===== config.mk =====
export PLATFORM = sky130hd
export DESIGN_NAME = accent_color_lightness_shift_flat
export DESIGN_NICKNAME = d
export VERILOG_FILES = /design/src/acls_pkg.sv /design/src/acls_stream_if.sv /design/src/accent_color_lightness_shift.sv /design/src/flat_wrapper.sv
export SDC_FILE = /design/constraint.sdc
export NUM_CORES = 2
export LEC_CHECK = 0
export BUFFER_PORTS_ARGS = -buffer_cell sky130_fd_sc_hd__buf_2
export CORE_ASPECT_RATIO = 1.4
export CORE_UTILIZATION = 45
export DETAILED_ROUTE_END_ITERATION = 12
export GPL_TIMING_DRIVEN = 1
export PLACE_DENSITY = 0.63
export SLEW_MARGIN = 10
export SYNTH_ARGS = -nofsm -noshare
export SYNTH_HDL_FRONTEND = slang
export SYNTH_SLANG_ARGS = --single-unit
export TNS_END_PERCENT = 20

===== constraint.sdc =====
create_clock -name clk -period 9.6 [get_ports clk]
set_clock_uncertainty 0.05 [all_clocks]
set_input_delay 0.96 -clock clk [delete_from_list [all_inputs] [get_ports clk]]
set_output_delay 0.96 -clock clk [all_outputs]
set_load 0.02 [all_outputs]

===== src/acls_pkg.sv =====
// ----------------------------------------------------------------------------
// acls_pkg
// Shared types and constants for the accent color lightness shift block.
// ----------------------------------------------------------------------------
`default_nettype none

package acls_pkg;

    // Configuration register indexes
    localparam int CFG_INDEX_W = 1;
    localparam int CFG_DATA_W  = 9;
    localparam logic [CFG_INDEX_W-1:0] REG_LIGHT_SHIFT = 1'b0;
    localparam logic [CFG_INDEX_W-1:0] REG_DARK_SHIFT  = 1'b1;

    // Item widths
    localparam int COLOR_W = 24;
    localparam int CHAN_W  = 8;

    // Luma weights and threshold for the light/dark decision
    localparam logic [13:0] LUMA_R   = 14'd2126;
    localparam logic [13:0] LUMA_G   = 14'd7152;
    localparam logic [13:0] LUMA_B   = 14'd722;
    localparam logic [21:0] LUMA_MID = 22'd1275000;

    // Doubled lightness full scale
    localparam logic [8:0] L2_FULL = 9'd510;

    // Pipeline depth: decode, lightness, multiply, numerator, four divider steps
    localparam int PIPE_DEPTH = 8;

    // Role of a channel within its colour
    typedef enum logic [1:0] {
        ROLE_MAX = 2'd0,
        ROLE_MIN = 2'd1,
        ROLE_MID = 2'd2
    } role_t;

    typedef logic [CHAN_W-1:0] chan_t;

endpackage

`default_nettype wire


===== src/acls_stream_if.sv =====
// ----------------------------------------------------------------------------
// acls_in_if / acls_out_if
// Valid/ready channels carrying input colours and shifted results.
// ----------------------------------------------------------------------------
`default_nettype none

interface acls_in_if;
    logic        valid;
    logic        ready;
    logic [23:0] color_in;

    modport source (output valid, output color_in, input ready);
    modport sink   (input valid, input color_in, output ready);
endinterface

interface acls_out_if;
    logic        valid;
    logic        ready;
    logic [23:0] color_out;
    logic        was_light;

    modport source (output valid, output color_out, output was_light, input ready);
    modport sink   (input valid, input color_out, input was_light, output ready);
endinterface

`default_nettype wire


===== src/accent_color_lightness_shift.sv =====
// ----------------------------------------------------------------------------
// accent_color_lightness_shift
// Shifts the HSL lightness of one colour per item, keeping hue and saturation.
// ----------------------------------------------------------------------------
// One colour is accepted every clock when the output side is not stalled.
// Each item passes through the pipeline in order: a decode stage (luma
// test, max/min), a lightness stage (clamped shift), a multiply stage, a
// numerator stage and a four-stage restoring divider that resolves two
// quotient bits per stage. Each stage holds its own item while stalled, so
// empty stages keep filling behind a waiting result.
// Configuration writes take effect for items accepted afterwards.
`default_nettype none

module accent_color_lightness_shift (
    input  wire logic                         clk,
    input  wire logic                         rst_n,
    input  wire logic                         cfg_we,
    input  wire logic [acls_pkg::CFG_INDEX_W-1:0] cfg_index,
    input  wire logic [acls_pkg::CFG_DATA_W-1:0]  cfg_data,
    acls_in_if.sink                           src_ch,
    acls_out_if.source                        dst_ch
);
    import acls_pkg::*;

    // One quotient bit of the restoring divider
    function automatic logic [18:0] div_step(input logic [17:0] rem,
                                             input logic [8:0] dvs,
                                             input int k);
        logic [17:0] sub;
        begin
            sub = {9'd0, dvs} << k;
            if (rem >= sub)
                div_step = {1'b1, rem - sub};
            else
                div_step = {1'b0, rem};
        end
    endfunction

    // ------------------------------------------------------------------
    // Configuration registers
    // ------------------------------------------------------------------
    logic [8:0] light_shift_reg;
    logic [8:0] dark_shift_reg;

    always_ff @(posedge clk or negedge rst_n)
    begin
        if (!rst_n)
        begin
            light_shift_reg <= '0;
            dark_shift_reg  <= '0;
        end
        else if (cfg_we)
        begin
            unique case (cfg_index)
                REG_LIGHT_SHIFT: light_shift_reg <= cfg_data;
                REG_DARK_SHIFT:  dark_shift_reg  <= cfg_data;
                default: ;
            endcase
        end
    end

    // ------------------------------------------------------------------
    // Stage valids and per-stage advance
    // ------------------------------------------------------------------
    logic [PIPE_DEPTH-1:0] vld_reg;
    logic [PIPE_DEPTH:0]   adv;

    always_comb
    begin
        adv[PIPE_DEPTH] = dst_ch.ready;
        for (int k = PIPE_DEPTH - 1; k >= 0; k--)
            adv[k] = !vld_reg[k] || adv[k+1];
    end

    always_ff @(posedge clk or negedge rst_n)
    begin
        if (!rst_n)
            vld_reg <= '0;
        else
        begin
            if (adv[0])
                vld_reg[0] <= src_ch.valid;
            for (int k = 1; k < PIPE_DEPTH; k++)
                if (adv[k])
                    vld_reg[k] <= vld_reg[k-1];
        end
    end

    assign src_ch.ready = adv[0];

    // ------------------------------------------------------------------
    // Stage A: luma test, shift select, max and min
    // ------------------------------------------------------------------
    chan_t             in_ch [3];
    logic [21:0]       luma;
    logic              in_light;
    logic signed [9:0] in_shift;
    chan_t             in_mx;
    chan_t             in_mn;

    always_comb
    begin
        in_ch[0] = src_ch.color_in[7:0];
        in_ch[1] = src_ch.color_in[15:8];
        in_ch[2] = src_ch.color_in[23:16];
        luma = 22'(LUMA_R) * 22'(in_ch[0])
             + 22'(LUMA_G) * 22'(in_ch[1])
             + 22'(LUMA_B) * 22'(in_ch[2]);
        in_light = luma > LUMA_MID;
        if (in_light)
            in_shift = -$signed({light_shift_reg[8], light_shift_reg});
        else if (dark_shift_reg != '0)
            in_shift = $signed({dark_shift_reg[8], dark_shift_reg});
        else
            in_shift = $signed({light_shift_reg[8], light_shift_reg});
        in_mx = in_ch[0];
        in_mn = in_ch[0];
        for (int i = 1; i < 3; i++)
        begin
            if (in_ch[i] > in_mx) in_mx = in_ch[i];
            if (in_ch[i] < in_mn) in_mn = in_ch[i];
        end
    end

    chan_t             a_ch_reg [3];
    logic              a_light_reg;
    logic signed [9:0] a_shift_reg;
    chan_t             a_mx_reg;
    chan_t             a_mn_reg;

    always_ff @(posedge clk)
    begin
        if (adv[0])
        begin
            a_ch_reg    <= in_ch;
            a_light_reg <= in_light;
            a_shift_reg <= in_shift;
            a_mx_reg    <= in_mx;
            a_mn_reg    <= in_mn;
        end
    end

    // ------------------------------------------------------------------
    // Stage B: doubled lightness, clamped shift, distances, roles
    // ------------------------------------------------------------------
    logic [8:0]         l2;
    logic signed [10:0] u2;
    logic signed [10:0] lo_lim;
    logic signed [10:0] hi_lim;
    logic signed [10:0] n_wide;
    logic [8:0]         n_val;
    logic [8:0]         d_wide;
    logic [8:0]         dn_wide;
    logic signed [8:0]  hd;
    role_t              role [3];

    always_comb
    begin
        l2     = {1'b0, a_mx_reg} + {1'b0, a_mn_reg};
        u2     = {a_shift_reg, 1'b0};
        lo_lim = -$signed({2'b00, l2});
        hi_lim = $signed({2'b00, L2_FULL}) - $signed({2'b00, l2});
        if (u2 < lo_lim) u2 = lo_lim;
        if (u2 > hi_lim) u2 = hi_lim;
        n_wide  = $signed({2'b00, l2}) + u2;
        n_val   = n_wide[8:0];
        d_wide  = (l2 > 9'd255) ? L2_FULL - l2 : l2;
        dn_wide = (n_val > 9'd255) ? L2_FULL - n_val : n_val;
        if (a_mx_reg == a_ch_reg[0])
            hd = $signed({1'b0, a_ch_reg[1]}) - $signed({1'b0, a_ch_reg[2]});
        else if (a_mx_reg == a_ch_reg[1])
            hd = $signed({1'b0, a_ch_reg[2]}) - $signed({1'b0, a_ch_reg[0]});
        else
            hd = $signed({1'b0, a_ch_reg[0]}) - $signed({1'b0, a_ch_reg[1]});
        for (int i = 0; i < 3; i++)
        begin
            if (a_ch_reg[i] == a_mx_reg)      role[i] = ROLE_MAX;
            else if (a_ch_reg[i] == a_mn_reg) role[i] = ROLE_MIN;
            else                              role[i] = ROLE_MID;
        end
    end

    logic [8:0] b_n_reg;
    chan_t      b_d_reg;
    chan_t      b_dn_reg;
    chan_t      b_c_reg;
    chan_t      b_ha_reg;
    role_t      b_role_reg [3];
    logic       b_grey_reg;
    logic       b_light_reg;

    always_ff @(posedge clk)
    begin
        if (adv[1])
        begin
            b_n_reg     <= n_val;
            b_d_reg     <= d_wide[7:0];
            b_dn_reg    <= dn_wide[7:0];
            b_c_reg     <= a_mx_reg - a_mn_reg;
            b_ha_reg    <= hd[8] ? 8'(-hd) : hd[7:0];
            b_role_reg  <= role;
            b_grey_reg  <= a_mx_reg == a_mn_reg;
            b_light_reg <= a_light_reg;
        end
    end

    // ------------------------------------------------------------------
    // Stage C: products
    // ------------------------------------------------------------------
    logic [16:0] c_base_reg;
    logic [15:0] c_p_reg;
    logic [15:0] c_h_reg;
    chan_t       c_d_reg;
    role_t       c_role_reg [3];
    logic        c_grey_reg;
    chan_t       c_gval_reg;
    logic        c_light_reg;

    always_ff @(posedge clk)
    begin
        if (adv[2])
        begin
            c_base_reg  <= b_n_reg * b_d_reg;
            c_p_reg     <= b_dn_reg * b_c_reg;
            c_h_reg     <= b_dn_reg * b_ha_reg;
            c_d_reg     <= b_d_reg;
            c_role_reg  <= b_role_reg;
            c_grey_reg  <= b_grey_reg;
            c_gval_reg  <= b_n_reg[8:1];
            c_light_reg <= b_light_reg;
        end
    end

    // ------------------------------------------------------------------
    // Stage D: numerators, rounding offset, saturation test
    // ------------------------------------------------------------------
    logic signed [19:0] num  [3];
    logic [17:0]        dvd  [3];
    logic [8:0]         dvs;
    logic [16:0]        sat_lim;

    always_comb
    begin
        dvs     = {c_d_reg, 1'b0};
        sat_lim = {dvs, 8'd0};
        for (int i = 0; i < 3; i++)
        begin
            num[i] = $signed({3'b000, c_base_reg}) - $signed({4'b0000, c_p_reg});
            if (c_role_reg[i] == ROLE_MAX)
                num[i] = $signed({3'b000, c_base_reg}) + $signed({4'b0000, c_p_reg});
            else if (c_role_reg[i] == ROLE_MID)
                num[i] = num[i] + $signed({3'b000, c_h_reg, 1'b0});
            if (num[i] < 0)
                num[i] = '0;
            dvd[i] = num[i][17:0] + {10'd0, c_d_reg};
        end
    end

    // Divider stage registers; index 0 is the numerator stage output
    logic [17:0] dv_rem_reg   [5][3];
    logic [7:0]  dv_q_reg     [5][3];
    logic        dv_sat_reg   [5][3];
    logic [8:0]  dv_dvs_reg   [5];
    logic        dv_grey_reg  [5];
    chan_t       dv_gval_reg  [5];
    logic        dv_light_reg [5];

    always_ff @(posedge clk)
    begin
        if (adv[3])
        begin
            for (int i = 0; i < 3; i++)
            begin
                dv_rem_reg[0][i] <= dvd[i];
                dv_q_reg[0][i]   <= '0;
                dv_sat_reg[0][i] <= {1'b0, dvd[i]} >= {2'b00, sat_lim};
            end
            dv_dvs_reg[0]   <= dvs;
            dv_grey_reg[0]  <= c_grey_reg;
            dv_gval_reg[0]  <= c_gval_reg;
            dv_light_reg[0] <= c_light_reg;
        end
    end

    // ------------------------------------------------------------------
    // Divider: two quotient bits per stage, high bits first
    // ------------------------------------------------------------------
    for (genvar j = 1; j < 5; j++)
    begin : g_div
        logic [18:0] step_hi [3];
        logic [18:0] step_lo [3];

        always_comb
        begin
            for (int i = 0; i < 3; i++)
            begin
                step_hi[i] = div_step(dv_rem_reg[j-1][i], dv_dvs_reg[j-1], 9 - 2 * j);
                step_lo[i] = div_step(step_hi[i][17:0], dv_dvs_reg[j-1], 8 - 2 * j);
            end
        end

        always_ff @(posedge clk)
        begin
            if (adv[3+j])
            begin
                for (int i = 0; i < 3; i++)
                begin
                    dv_rem_reg[j][i] <= step_lo[i][17:0];
                    dv_q_reg[j][i]   <= dv_q_reg[j-1][i]
                                        | (8'(step_hi[i][18]) << (9 - 2 * j))
                                        | (8'(step_lo[i][18]) << (8 - 2 * j));
                    dv_sat_reg[j][i] <= dv_sat_reg[j-1][i];
                end
                dv_dvs_reg[j]   <= dv_dvs_reg[j-1];
                dv_grey_reg[j]  <= dv_grey_reg[j-1];
                dv_gval_reg[j]  <= dv_gval_reg[j-1];
                dv_light_reg[j] <= dv_light_reg[j-1];
            end
        end
    end

    // ------------------------------------------------------------------
    // Output: pick grey, saturated or divided channel
    // ------------------------------------------------------------------
    chan_t out_ch [3];

    always_comb
    begin
        for (int i = 0; i < 3; i++)
        begin
            if (dv_grey_reg[4])
                out_ch[i] = dv_gval_reg[4];
            else if (dv_sat_reg[4][i])
                out_ch[i] = 8'd255;
            else
                out_ch[i] = dv_q_reg[4][i];
        end
    end

    assign dst_ch.valid     = vld_reg[PIPE_DEPTH-1];
    assign dst_ch.color_out = {out_ch[2], out_ch[1], out_ch[0]};
    assign dst_ch.was_light = dv_light_reg[4];

endmodule

`default_nettype wire


===== src/flat_wrapper.sv =====
// flat-port wrapper written by rule: the top's interface ports become plain ports
module accent_color_lightness_shift_flat import acls_pkg::*;
  (clk, rst_n, cfg_we, cfg_index, cfg_data, src_ch_valid, src_ch_color_in, src_ch_ready, dst_ch_valid, dst_ch_color_out, dst_ch_was_light, dst_ch_ready);
  acls_in_if src_ch_i ();
  acls_out_if dst_ch_i ();
  input  wire logic clk;
  input  wire logic rst_n;
  input  wire logic cfg_we;
  input  wire logic [acls_pkg::CFG_INDEX_W-1:0] cfg_index;
  input  wire logic [acls_pkg::CFG_DATA_W-1:0] cfg_data;
  input wire logic [$bits(src_ch_i.valid)-1:0] src_ch_valid;
  input wire logic [$bits(src_ch_i.color_in)-1:0] src_ch_color_in;
  output wire logic [$bits(src_ch_i.ready)-1:0] src_ch_ready;
  output wire logic [$bits(dst_ch_i.valid)-1:0] dst_ch_valid;
  output wire logic [$bits(dst_ch_i.color_out)-1:0] dst_ch_color_out;
  output wire logic [$bits(dst_ch_i.was_light)-1:0] dst_ch_was_light;
  input wire logic [$bits(dst_ch_i.ready)-1:0] dst_ch_ready;
  assign src_ch_i.valid = src_ch_valid;
  assign src_ch_i.color_in = src_ch_color_in;
  assign src_ch_ready = src_ch_i.ready;
  assign dst_ch_valid = dst_ch_i.valid;
  assign dst_ch_color_out = dst_ch_i.color_out;
  assign dst_ch_was_light = dst_ch_i.was_light;
  assign dst_ch_i.ready = dst_ch_ready;
  accent_color_lightness_shift u_core (.clk(clk), .rst_n(rst_n), .cfg_we(cfg_we), .cfg_index(cfg_index), .cfg_data(cfg_data), .src_ch(src_ch_i), .dst_ch(dst_ch_i));
endmodule

==> metrics.csv <==
metric,value,unit
CTS root buf,clkbuf_16,
placed cells,6843,
Max clock buf depth,3,
number of diodes,0,
worst slew pin tran,1100,ps
asr flop ratio synth,0.0457,
DRT Pass-1 Iters,9,
Post-Synthesis Cells,5333,
adder-cell share of the synthesized area,0.238,
nets@finish,6317,
# H-tree levels,2,
compound-gate portion of the synthesized area,0.141,
max-cap viol count,0,
Post-DRT Antenna Nets,0,
CTS tree,done,
failing checks,DRC,
synthesized area,51600,µm²
"Data arrival, critical path",9430,ps
DP Worst Slack,311,ps
"EDFF count, synth",543,
"Hold-fix buffers, CTS",0,
DP Wirelength,108000,µm
Final Max Tran Viols,0,
f_max,112,MHz
Syn Nets,6225,
DIE WIDTH,288,µm
ys flop type,edfxtp_1,
Via-to-Cell Ratio,5.51,
Yosys Warn Count,0,
worst min path class,in -> async,
die height,403,µm
initial antenna violation count,0,
register area share after synthesis,0.329,
number of synthesized register bits,569,
unrepaired setup endpoints after global routing,true,
simple-gate area share of the yosys netlist,0.147,
required time of the worst setup path,10080,ps
post-synth cell types,99,
largest net degree at the start of global routing,81,
max reg flops,216,
"slowest stage delay, CP",550,ps
Layout area overhead,8.65,%
I/O Pins,66,
slew margin rel.,0.267,
"Hold Vio Cnt, Final",0,
first-pass GRT wire length,209000,µm
WS Path Type,reg -> reg,
post-synthesis mux area share,0.0222,
routability cong.,0.996,
CP max FO,7,
worst setup margin,651,ps
startpoint class of the critical path,flip-flop,
CTS Buf Count,60,
final std cells w/o fill,6956,
WL/cell,19.0,µm
Setup crit end kind,flip-flop,
PortBufs,65,
vias in the first global route,39400,
Syn Area/Cell,9.67,µm²
fraction of layout cells with a size suffix above 1,0.0645,
worst skew pair latency,660,ps
row count,146,
main combinational cell family by area after synthesis,adder cells,
TritonCTS Sinks,569,
Final setup violation count,0,
XOR/XNOR Fraction of Synth Area,0.0665,
FILL cells,10700,
critical path's slowest cell,a2111o_1,
Core Region,113000,µm²
most used cell along the critical path,inv_1,
clock period minus worst slack,8950,ps
die area,116000,µm²
routed wire length,132000,µm
Initial Utilization,0.455,
via count,38300,
First DRT Iteration DRCs,1668,
Worst-path clk slew,60,ps
part of the cycle the worst path needs,0.932,
drt drc,5,
Tot GR Track Use,0.231,
grt total ovfl,0,
status,"complete, but fails checks",
[final timing paths]
| path | slack (ps) | cells after the start | from | endpoint |
|---|---|---|---|---|
| max | 650 | 42 | u_core.c_p_reg[0] | u_core.dv_sat_reg[0][0] |
| min | 280 | 1 | rst_n | u_core.dark_shift_reg[5] |
| max reg2reg | 650 | 42 | u_core.c_p_reg[0] | u_core.dv_sat_reg[0][0] |
| min reg2reg | 360 | 0 | u_core.c_gval_reg[1] | u_core.dv_gval_reg[0][1] |
| max in group asynchronous | 8790 | 1 | rst_n | u_core.vld_reg[6] |
| min in group clk | 360 | 0 | u_core.c_gval_reg[1] | u_core.dv_gval_reg[0][1] |
[layout make-up]
cell class,count,area [µm²],area share
tap,1480,1850,0.0331
multi-input combinational,3991,31800,0.568
clock buffer,73,1590,0.0284
sequential,569,17000,0.303
clock inverter,40,480,0.00858
inverter,671,2520,0.0450
timing repair buffer,132,828,0.0148
[through the flow]
stage               hold WS, ps  setup TNS (ps)  utilization  instance area, µm²
finish                      277               0        0.494               56000
global route                317           -29.9        0.494               56000
CTS                         269               0        0.493               56000
detailed placement          355               0        0.475               53900
global placement            351               0        0.475               53900
floorplan                   350               0            -               51600
[what timing repair did]
item	4_1_cts	5_1_grt
endpoints found under the setup margin	0	10
resized for setup	0	10
buffers inserted	0	0
[metal layers]
metal,wire [µm],part of all wire,track usage
met4,10700,0.081,0.162
met1,46800,0.35,0.222
met5,0,0,0
met2,70900,0.54,0.449
met3,3610,0.027,0.0232
[kinds of logic (layout without fill, tap and decap cells)]
kind of cell / after synthesis / in the layout
compound gates: 1136 / 1136
mux: 108 / 108
xor+xnor: 388 / 388
buf+inv: 773 / 916
simple gates: 1506 / 1506
fa+ha+maj: 853 / 853
flops: 569 / 569
[layout by cell type (no fill, tap or decap), drive strengths merged, types with 54 or more instances in the layout]
cell type  count
a21o         112
a21oi        298
and2         138
buf          132
clkbuf        73
edfxtp       543
fa           211
ha           642
inv          669
mux2i         59
nand2        394
nand2b        78
nand3         69
nand4         70
nor2         349
nor2b         83
nor3          95
nor4          54
o21a          72
o21ai        287
xnor2        301
xor2          87
[critical path: cells and delay by family, from the launching register on]
family	cells	cell delay (ps)
buf+inv	6	510
fa+ha+maj	6	1860
simple gates	14	2860
mux	1	300
compound gates	15	2830
flops	1	430
[synth_stat cells, drive strengths merged (9+ instances only)]
cell type	number	area, µm²
nor2b	83	527
xor2	87	769
or4	18	139
a21o	112	841
inv	665	2500
mux2	49	552
nor4	54	374
nand3	69	345
nand2b	78	495
xnor2	301	2660
o21a	72	541
dfrtp	26	651
o21ai	287	1440
a21oi	298	1500
a211o	9	78.8
o21bai	52	390
nor3	95	475
and3	42	263
nand2	394	1480
edfxtp	543	16300
a21boi	49	368
o31ai	44	330
and2	138	863
mux2i	59	591
fa	211	4220
or2	17	106
clkbuf	92	347
or3	40	250
a31oi	29	188
buf	10	62.6
nor4b	9	78.8
nand4	70	438
o211ai	18	135
ha	642	8030
nor2	349	1310
a211oi	44	330
Power is left out: the tool's default activity adds up to more than one toggle a clock period on the data nets, which glitch-free logic cannot reach.
